### src/rtl/rdr_pkg.sv
// ----------------------------------------------------------------------------
// rdr_pkg: shared types and codes for the rational divide/reduce block
// Status codes, front-end queue entry and back-end FSM state encoding.
// ----------------------------------------------------------------------------
package rdr_pkg;

  localparam int unsigned MagW = 64;

  typedef enum logic [1:0] {
    ST_OK       = 2'd0,
    ST_ZERO_DEN = 2'd1,
    ST_DIV_ZERO = 2'd2,
    ST_OVERFLOW = 2'd3
  } status_t;

  // classified job handed from front to back
  typedef struct packed {
    logic              bypass;  // result is status only, no arithmetic
    status_t           status;
    logic              neg;
    logic [MagW-1:0]   mn;
    logic [MagW-1:0]   md;
  } job_t;

  typedef enum logic [2:0] {
    S_IDLE,
    S_GCD,
    S_DIVN,
    S_DIVD,
    S_DONE
  } bstate_t;

endpackage

### src/rtl/rdr_fifo.sv
// ----------------------------------------------------------------------------
// rdr_fifo: two-entry job queue between front and back
// Lets classification proceed while the reduction unit is busy.
// ----------------------------------------------------------------------------
module rdr_fifo (
  input  logic          clk,
  input  logic          rst,
  input  logic          in_valid,
  output logic          in_ready,
  input  rdr_pkg::job_t in_job,
  output logic          out_valid,
  input  logic          out_ready,
  output rdr_pkg::job_t out_job
);
  import rdr_pkg::*;

  job_t       mem [2];
  logic       wp, rp;
  logic [1:0] cnt;

  assign in_ready  = cnt != 2'd2;
  assign out_valid = cnt != 2'd0;
  assign out_job   = mem[rp];

  always_ff @(posedge clk) begin
    if (rst) begin
      wp  <= 1'b0;
      rp  <= 1'b0;
      cnt <= 2'd0;
    end else begin
      if (in_valid && in_ready) wp <= ~wp;
      if (out_valid && out_ready) rp <= ~rp;
      cnt <= cnt + 2'(in_valid && in_ready) - 2'(out_valid && out_ready);
    end
    if (in_valid && in_ready) mem[wp] <= in_job;
  end
endmodule

### config.mk
export PLATFORM = sky130hd
export DESIGN_NAME = rdr_fifo
export DESIGN_NICKNAME = d
export VERILOG_FILES = /design/src/rtl/rdr_pkg.sv /design/src/rtl/rdr_fifo.sv
export SDC_FILE = /design/constraint.sdc
export NUM_CORES = 1
export LEC_CHECK = 0
export BUFFER_PORTS_ARGS = -buffer_cell sky130_fd_sc_hd__buf_2
export CAP_MARGIN = 10
export CORE_MARGIN = 2
export CORE_UTILIZATION = 47
export DETAILED_ROUTE_END_ITERATION = 8
export PLACE_DENSITY = 0.86
export SYNTH_ARGS = -nofsm -noshare
export SYNTH_HDL_FRONTEND = slang
export SYNTH_SLANG_ARGS = --single-unit
### constraint.sdc
create_clock -name clk -period 7.05 [get_ports clk]
set_input_delay 1.0575 -clock clk [delete_from_list [all_inputs] [get_ports clk]]
set_output_delay 1.0575 -clock clk [all_outputs]
set_load 0.02 [all_outputs]
==> metrics.log <==
[metrics] most common cell after layout, fill and taps aside: sky130_fd_sc_hd__buf_2
[metrics] sequential area share after synthesis: 79.6%
[metrics] horizontal die dimension: 150 um
[metrics] H-tree depth: 1
[metrics] Ys Warns: 0
[metrics] final core occ: 59.3%
[metrics] maximum clock insertion buffer count: 3
[metrics] maximum fanout along the worst path: 60
[metrics] Area growth syn-to-layout: 23.7%
[metrics] Fmax achieved: ~280 MHz
[metrics] element type at the critical path start: flip-flop
[metrics] Routed Wire Length: around 18000 um
[metrics] CTS clk-pin slew, worst paths: around 0.060 ns
[metrics] number of nets in the final layout: 860
[metrics] IR Drop Worst-Case VDD: 0.327 mV
[metrics] status: complete, no violations
[metrics] required time of the worst setup path: about 6 ns
[metrics] Final Hold Vio Count: 0
[metrics] Layout fillers: between 1.5k and 2k
[metrics] signal arrival time at the worst endpoint: roughly 2.5 ns
[metrics] Post-Syn Area: between 0.01 and 0.015 mm^2
[metrics] startpoint of the worst register-to-register path: cnt[0]
[metrics] Final ANT Viol Nets: 0
[metrics] starting utilization of the core area: between 40% and 50%
[metrics] capturing element type of the critical path: output pin
[metrics] final clock period utilization by the worst path: 49.9%
[metrics] Avg WL per Cell: about 18 um
[metrics] average size of a mapped cell: about 23 um^2
[metrics] number of CTS-inserted buffers: 26
[metrics] worst min path class: reg2reg
[metrics] largest net degree at the start of global routing: 71
[metrics] overall track demand over capacity in global routing: approximately 15%
[metrics] initial antenna violation count: 2
[metrics] DPL Wire Length: between 10000 and 15000 um
[metrics] number of setup buffers added after CTS: 0
[metrics] routed via count: ~5k
[metrics] worst reg2reg setup slack: approximately 4.4 ns
[metrics] height of the die: between 150 and 200 um
[metrics] setup skew after layout: 0.00774 ns
[metrics] Clk Tree Root Cell: sky130_fd_sc_hd__clkbuf_16
[metrics] proportion of layout cells with a drive suffix above 1: 59.9%
[metrics] fin area: ~0.012 mm^2
[metrics] critical path class: reg2out
[metrics] max-capacitance violation count: 0
[metrics] Setup violations, final: 0
[metrics] commonest cells after routing, fill and taps aside: 269 x sky130_fd_sc_hd__buf_2, 264 x sky130_fd_sc_hd__edfxtp_1, 80 x sky130_fd_sc_hd__mux2_4, 53 x sky130_fd_sc_hd__mux2_2, 27 x sky130_fd_sc_hd__clkbuf_16
[metrics] latest clock arrival within the worst-skew pair: 0.50 ns
[metrics] number of design rule violations left after detail routing: 0
[metrics] weighted congestion at the end of routability-driven global placement: between 0.7 and 0.8
[metrics] cells resized by post-CTS repair: 0
[metrics] number of optimization iterations in the first detailed-route pass: 4
[metrics] number of input and output port buffers inserted: 269
[metrics] Post-CTS Hold Fix Bufs: 0
[metrics] Seq cells post-synth: about 270
[metrics] wire length of the first global-routing pass: 26900 um
[metrics] number of nets in the synthesized netlist: 573
[metrics] dpl cell area: approximately 0.012 mm^2
[metrics] number of distinct library cells after synthesis: 18
[metrics] measured slew at the worst slew-check pin: ~0.97 ns
[metrics] RSZ-0062 raised after global routing: false
[metrics] number of sinks handled by clock tree synthesis: approximately 270
[metrics] Cell Pwr Density: around 370 mW/mm^2
[metrics] vias in the first global route: a little over 5k
[metrics] Core Area: 0.0210 mm^2
[metrics] Leakage Power: between 4 and 5 nW
[metrics] Site Rows: 53
[metrics] final-report max-slew violation count: 0
[metrics] I/O pin count: 270
[metrics] number of DRC markers after the initial detailed-route iteration: approximately 240
[metrics] per-cell via count in the routed design: ~4.8
[metrics] Worst Hold Launch: rp
[metrics] total die area: around 0.023 mm^2
[metrics] slew margin rel.: a little over a third
[metrics] summed negative setup slack over all endpoints: 0 ns
[metrics] CTS tree: built
[metrics] cells after synthesis: about 440
[metrics] post-route minimum period: between 3 and 4 ns
[metrics] final global-route overflow total: 0
[routing by layer]
layer | global-route usage, % | vias to the layer above | part of all wire [%]
li1 | - | 2303 | -
met1 | 18.2 | 2369 | 37
met2 | 27.2 | 184 | 52
met3 | 4.39 | 34 | 7.8
met4 | 4.72 | 2 | 2.2
met5 | 0 | - | 0.072
[where the power goes]
part,internal (W),switching (W)
clock,0.000736,0.000521
combinational,0.000535,0.000722
sequential,0.00201,0.0000647
total,0.00328,0.00131
[per-stage QoR]
stage	hold WS, ns	setup slack [ns]	power (W)	std cells
after floorplan	0.481	2.02	0.00305	435
after global placement	0.495	3.79	0.00335	969
after detailed placement	0.508	3.77	0.00338	969
after CTS	0.530	3.49	0.00464	1016
after global routing	0.550	3.40	0.00478	1017
final	0.529	3.53	0.00459	1017
[flip-flops by register name, indices dropped and copies added, names as in the netlist, named ones only]
signal and flops:
rp 1, mem 264, wp 1, cnt 2
[layout make-up]
cell class	count	area, um^2	share of cell area [%]
well taps	275	344	2.76
flip-flops and latches	269	8030	64.4
inverters	1	3.75	0.0301
clock buffers	43	766	6.14
multi-input cells	150	1920	15.4
diodes	1	2.50	0.0201
clock inverters	4	18.8	0.150
repair buffers	274	1380	11.1
[critical path: stages, from the launching register on]
cell and delay [ns]:
sky130_fd_sc_hd__dfxtp_4 0.52, sky130_fd_sc_hd__buf_4 0.79, sky130_fd_sc_hd__mux2_2 0.41, sky130_fd_sc_hd__buf_2 0.16
[synthesized netlist by cell type, drive strengths merged]
cell / instances / area share (%)
edfxtp: 264 / 79
mux2: 133 / 18
buf: 15 / 1.4
dfxtp: 5 / 0.99
nor2: 5 / 0.19
ha: 2 / 0.25
nor2b: 2 / 0.12
xnor2: 2 / 0.17
and3: 1 / 0.062
inv: 1 / 0.037
nand2: 1 / 0.037
nand2b: 1 / 0.062
o21a: 1 / 0.074
or2: 1 / 0.062
xor2: 1 / 0.087
[cells by family (layout without fill, tap and decap cells)]
kind of cell	Yosys count	in the layout	share of synthesized area, %
multiplexers	133	133	17.8
adder cells (fa/ha/maj)	2	2	0.248
flip-flops	269	269	79.6
other	0	1	0
buffers and inverters	16	322	1.44
AO/OA/AOI/OAI	1	1	0.0745
XOR/XNOR	3	3	0.261
AND/OR/NAND/NOR	11	11	0.534
[path summary, 6_finish.rpt]
path	end	depth (start not counted)
setup / recovery	out_job[131]	3
hold / removal	rp	2
setup reg to reg	mem[1][34]	3
hold reg to reg	rp	2
No activity file was read; power rests on OpenSTA's default activity.
