### config.mk
export PLATFORM = sky130hd
export DESIGN_NAME = rdr_back
export DESIGN_NICKNAME = d
export VERILOG_FILES = /design/src/rtl/rdr_pkg.sv /design/src/rtl/rdr_back.sv
export SDC_FILE = /design/constraint.sdc
export NUM_CORES = 1
export LEC_CHECK = 0
export BUFFER_PORTS_ARGS = -buffer_cell sky130_fd_sc_hd__buf_2
export CAP_MARGIN = 25
export CORE_UTILIZATION = 55
export DETAILED_ROUTE_END_ITERATION = 8
export PLACE_DENSITY = 0.74
export SYNTH_ARGS = -nofsm -noshare
export SYNTH_HDL_FRONTEND = slang
export SYNTH_SLANG_ARGS = --single-unit
### constraint.sdc
create_clock -name clk -period 24.4 [get_ports clk]
set_clock_uncertainty 0.1 [all_clocks]
set_input_delay 4.88 -clock clk [delete_from_list [all_inputs] [get_ports clk]]
set_output_delay 4.88 -clock clk [all_outputs]
set_load 0.02 [all_outputs]
### src/rtl/rdr_pkg.sv
// ----------------------------------------------------------------------------
// rdr_pkg: shared types and codes for the rational divide/reduce block
// Status codes, front-end queue entry and back-end FSM state encoding.
// ----------------------------------------------------------------------------
package rdr_pkg;

  localparam int unsigned MagW = 64;

  typedef enum logic [1:0] {
    ST_OK       = 2'd0,
    ST_ZERO_DEN = 2'd1,
    ST_DIV_ZERO = 2'd2,
    ST_OVERFLOW = 2'd3
  } status_t;

  // classified job handed from front to back
  typedef struct packed {
    logic              bypass;  // result is status only, no arithmetic
    status_t           status;
    logic              neg;
    logic [MagW-1:0]   mn;
    logic [MagW-1:0]   md;
  } job_t;

  typedef enum logic [2:0] {
    S_IDLE,
    S_GCD,
    S_DIVN,
    S_DIVD,
    S_DONE
  } bstate_t;

endpackage

### src/rtl/rdr_back.sv
// ----------------------------------------------------------------------------
// rdr_back: reduction unit
// Euclid by shift-subtract remainder, then two restoring divisions by gcd.
// ----------------------------------------------------------------------------
module rdr_back #(
  parameter int unsigned VALUE_WIDTH = 32
) (
  input  logic                 clk,
  input  logic                 rst,
  input  logic                 job_valid,
  output logic                 job_ready,
  input  rdr_pkg::job_t        job,
  output logic                 empty,
  input  logic                 pop,
  output rdr_pkg::status_t     status,
  output logic signed [31:0]   num_out,
  output logic [30:0]          den_out
);
  import rdr_pkg::*;

  localparam logic [63:0] Limit = (64'd1 << (VALUE_WIDTH - 1)) - 64'd1;

  bstate_t     state, state_next;
  logic        neg;
  logic [63:0] mn, md;       // original magnitudes
  logic [63:0] ga, gb;       // gcd operands
  logic [63:0] rem;          // running remainder / partial remainder
  logic [63:0] quo;          // quotient shift register
  logic [63:0] dvd;          // dividend being shifted out
  logic [6:0]  step;         // 64 steps per remainder/division
  logic        gcd_mod;      // mid remainder computation
  logic [63:0] rn;           // reduced numerator

  logic [64:0] trial;
  logic [63:0] divisor;
  assign divisor = (state == S_GCD) ? gb : ga;
  assign trial = {rem, dvd[63]} - {1'b0, divisor};

  assign job_ready = (state == S_IDLE);
  assign empty = (state != S_DONE);

  always_comb begin
    state_next = state;
    case (state)
      S_IDLE: if (job_valid) state_next = job.bypass ? S_DONE : S_GCD;
      S_GCD:  if (!gcd_mod && gb == 64'd0) state_next = S_DIVN;
      S_DIVN: if (step == 7'd64) state_next = S_DIVD;
      S_DIVD: if (step == 7'd64) state_next = S_DONE;
      S_DONE: if (pop) state_next = S_IDLE;
      default: state_next = S_IDLE;
    endcase
  end

  always_ff @(posedge clk) begin
    if (rst) state <= S_IDLE;
    else state <= state_next;
  end

  always_ff @(posedge clk) begin
    if (rst) begin
      gcd_mod <= 1'b0;
    end else begin
      case (state)
        S_IDLE: begin
          gcd_mod <= 1'b0;
          if (job_valid) begin
            status  <= job.status;
            num_out <= '0;
            den_out <= '0;
            neg <= job.neg;
            mn  <= job.mn;
            md  <= job.md;
            ga  <= job.mn;
            gb  <= job.md;
          end
        end
        S_GCD: begin
          if (!gcd_mod) begin
            if (gb == 64'd0) begin
              // gcd is ga; zero only for 0/0 which never gets here
              if (ga == 64'd0) ga <= 64'd1;
              rem  <= '0;
              dvd  <= mn;
              step <= '0;
            end else begin
              gcd_mod <= 1'b1;
              rem  <= '0;
              dvd  <= ga;
              step <= '0;
            end
          end else if (step == 7'd64) begin
            ga <= gb;
            gb <= rem;
            gcd_mod <= 1'b0;
          end else begin
            if (!trial[64]) rem <= trial[63:0];
            else rem <= {rem[62:0], dvd[63]};
            dvd  <= {dvd[62:0], 1'b0};
            step <= step + 7'd1;
          end
        end
        S_DIVN, S_DIVD: begin
          if (step == 7'd64) begin
            if (state == S_DIVN) begin
              rn   <= quo;
              rem  <= '0;
              dvd  <= md;
              step <= '0;
            end else begin
              if (rn == 64'd0) begin
                status <= ST_OK;
                num_out <= '0;
                den_out <= 31'd1;
              end else if (rn > Limit || quo > Limit) begin
                status <= ST_OVERFLOW;
              end else begin
                status <= ST_OK;
                num_out <= neg ? 32'(-rn) : rn[31:0];
                den_out <= quo[30:0];
              end
            end
          end else begin
            if (!trial[64]) rem <= trial[63:0];
            else rem <= {rem[62:0], dvd[63]};
            quo  <= {quo[62:0], !trial[64]};
            dvd  <= {dvd[62:0], 1'b0};
            step <= step + 7'd1;
          end
        end
        default: ;
      endcase
    end
  end
endmodule

==> results.yml <==
critical_path:
  r2r_start: "state[2]"
  timing.reg2reg.setup_slack_ns: 18.34
  critPathMaxFanout: 12
  critical_path_class: "reg2out"
  cp.arrival_ns: 1.80
  worst_ep_required_time_ns: 19.42
  cpMaxStageDelayCell: "dfxtp_1"
  ff2ff_path_depth: 15
  r2r-end: "rem[7]"
  crit_chain: "nor3_1 -> buf_2"
  slowest_delay_ns: 0.45
  cp-end-kind: "output port"
  startpoint_type: "register"
clocking:
  cts_max_level: 2
  clockBufferDepth: 3
  clk_latency_ns: 0.66
  path_clk_slew_ns: 0.06
  cts_made_buffers: 60
  tritoncts: "done"
  cts.repair.resized: 0
  cts_sinks: 589
  clock-root-buffer: "clkbuf_16"
  postCtsHoldBufs: 0
  post_cts_buffers: 0
drt:
  routed_wl_um: 67700
  route.vias.total: 20000
  routedWlPerCell_um: 20.6
  drt_iter0_drc: 1827
  ant_nets: 0
  drc: 0
  first_pass_iters: 5
  via_per_inst: 6.09
job:
  drv_cap: 0
timing:
  fmax_mhz: 148
  setup_tns_ns: 0
  tightest_slew_ns: 1.01
  finalHoldViolCount: 0
  finalSetupViolCount: 0
  rsz0062_at_grt: "no"
  period_share: 0.278
  timing.slew.headroom: 0.323
  period_needed_ns: 6.78
  slew_viol_final: 0
global_route:
  use_met3: 0.0351
  grt_overflow: 0
  grt_pass1_wl_um: 107000
  met2_usage: 0.416
  grt_use_met1: 0.354
  top_usage_layer: "met2"
  grt.total_usage: 0.256
  antenna_found_initial: 4
  grt_max_degree: 132
  grt_pass1_vias: 19300
power:
  powerDensity_mw_per_mm2: 131
  power_mw: 4.21
  power.ir.vdd_worst_mv: 0.108
  p_leak_nw: 12.1
cells_and_area:
  fin_util: 0.625
  multi_input_area_mm2: 0.0103
  drive_gt1_frac: 0.134
  nFillCells: 3958
  area_growth_pct: 12.4
  regArea_mm2: 0.0176
  fin_nets: 2753
synthesis:
  synth_edf_count: 585
  yosys.area.top_type: "edfxtp_1"
  synth_most_common_cell: "edfxtp_1"
  synth_top_area_frac: 0.616
  synthFlopType: "edfxtp_1"
  yosysWarnings: 0
  synth_commonest_cells: "edfxtp_1, nand2_1, mux2i_1"
  synth.area.top_cells: "edfxtp_1, mux2i_1, nand2_1, ha_1, o21ai_0"
  synth_nets: 2598
  avgSynthCellArea_um2: 11.9
  synth_cell_types: 71
  ys_seq_elements: 589
  ys_seq_area_frac: 0.619
  netlist_area_mm2: 0.0285
  synthArstFlopShare: 0
  netlist_instances: 2394
floorplan:
  start_util: 0.556
  core-area_mm2: 0.0513
  row_count: 83
  die-area_mm2: 0.0528
  die_h_um: 230
  die_w_um: 230
  ios: 203
hold_path:
  whs_endpoint: "rn[22]"
  hold_start: "quo[22]"
  whs_path_depth: 0
  hold_class: "reg2reg"
status:
  outcome: "completed"
placed_design:
  port_buffers: 202
  globalplace.congestion: 0.962
  dp_hpwl_um: 45500
[cells by family after synthesis]
| group | after synthesis | share of synthesized area |
|---|---|---|
| and+or+nand+nor | 874 | 0.141 |
| DFF | 589 | 0.619 |
| AOI/OAI and AO/OA | 442 | 0.0987 |
| muxes | 174 | 0.0611 |
| buffers and inverters | 161 | 0.0237 |
| xor gates and xnor gates | 86 | 0.0271 |
| adders and majority gates | 68 | 0.0301 |
[worst max-delay path: cells and delay by family (launching register included)]
family | cells | cell delay, ns
buf+inv | 1 | 0.27
flops | 1 | 0.45
simple gates | 1 | 0.42
[report_power, final]
part / internal [mW] / leakage (nW) / switching [mW]
clock network: 0.499 / 0.920 / 0.401
registers: 1.47 / 5.45 / 0.152
logic: 0.603 / 5.76 / 1.09
[worst max path at each step]
stage / from / endpoint / slack, ns / depth (start not counted)
2_1_floorplan: rst / dvd[0] / 8.52 / 2
3_3_place_gp: rst / dvd[14] / 16.96 / 4
3_5_place_dp: rst / dvd[13] / 16.89 / 4
4_1_cts: rst / rem[30] / 17.55 / 4
5_1_grt: state[2] / job_ready / 17.55 / 2
6_report: state[2] / job_ready / 17.62 / 2
[layer usage]
layer	share of wire	routed length (um)	vias to the layer above
li1	-	-	9313
met1	0.42	28700	9755
met2	0.47	32000	803
met3	0.073	4950	115
met4	0.030	2060	2
met5	0.00019	13	-
[metrics by stage]
step,std cells,setup slack (ns),area (um^2),hold slack (ns)
after floorplan,2394,8.52,28500,0.327
after global placement,3166,16.96,30100,0.346
after detailed placement,3166,16.89,30100,0.352
after CTS,3275,17.55,32000,0.368
after global routing,3276,17.55,32000,0.372
final,3281,17.62,32100,0.368
[cells in the final DEF (no fill, tap or decap), drive strengths merged, types with 7 or more instances in the layout]
cell type | Yosys | layout
nor2b | 8 | 8
nor2 | 145 | 145
or4 | 9 | 9
clkbuf | 94 | 69
a211oi | 15 | 15
nand2 | 407 | 407
o21ai | 122 | 122
edfxtp | 585 | 585
o211ai | 7 | 7
clkinvlp | 0 | 7
buf | 40 | 227
or3 | 9 | 9
o22ai | 10 | 10
xor2 | 50 | 50
a31oi | 10 | 10
nand2b | 21 | 21
nor4 | 57 | 57
nand4 | 39 | 39
a22oi | 65 | 65
a21o | 41 | 41
o31ai | 16 | 16
xnor2 | 36 | 36
a21oi | 96 | 96
mux2i | 172 | 172
and3 | 42 | 42
o21a | 9 | 9
nand3 | 83 | 83
clkinv | 0 | 26
nor3 | 28 | 28
inv | 27 | 30
ha | 67 | 67
o21bai | 12 | 12
[cell type report]
type | count | area share
flip-flops and latches | 589 | 0.550
multi-input cells | 1644 | 0.321
clock buffers | 69 | 0.0479
repair buffers | 227 | 0.0382
well taps | 680 | 0.0265
clock inverters | 40 | 0.0126
inverters | 27 | 0.00316
diodes | 5 | 0.000390
[flip-flops by register name (all words and copies together), names as in the netlist, 32 cells and up]
name,cells
ga,64
md,64
rn,64
gb,64
dvd,64
quo,64
num_out,32
mn,64
rem,64
Note: power is estimated with default switching activity, not from simulation.
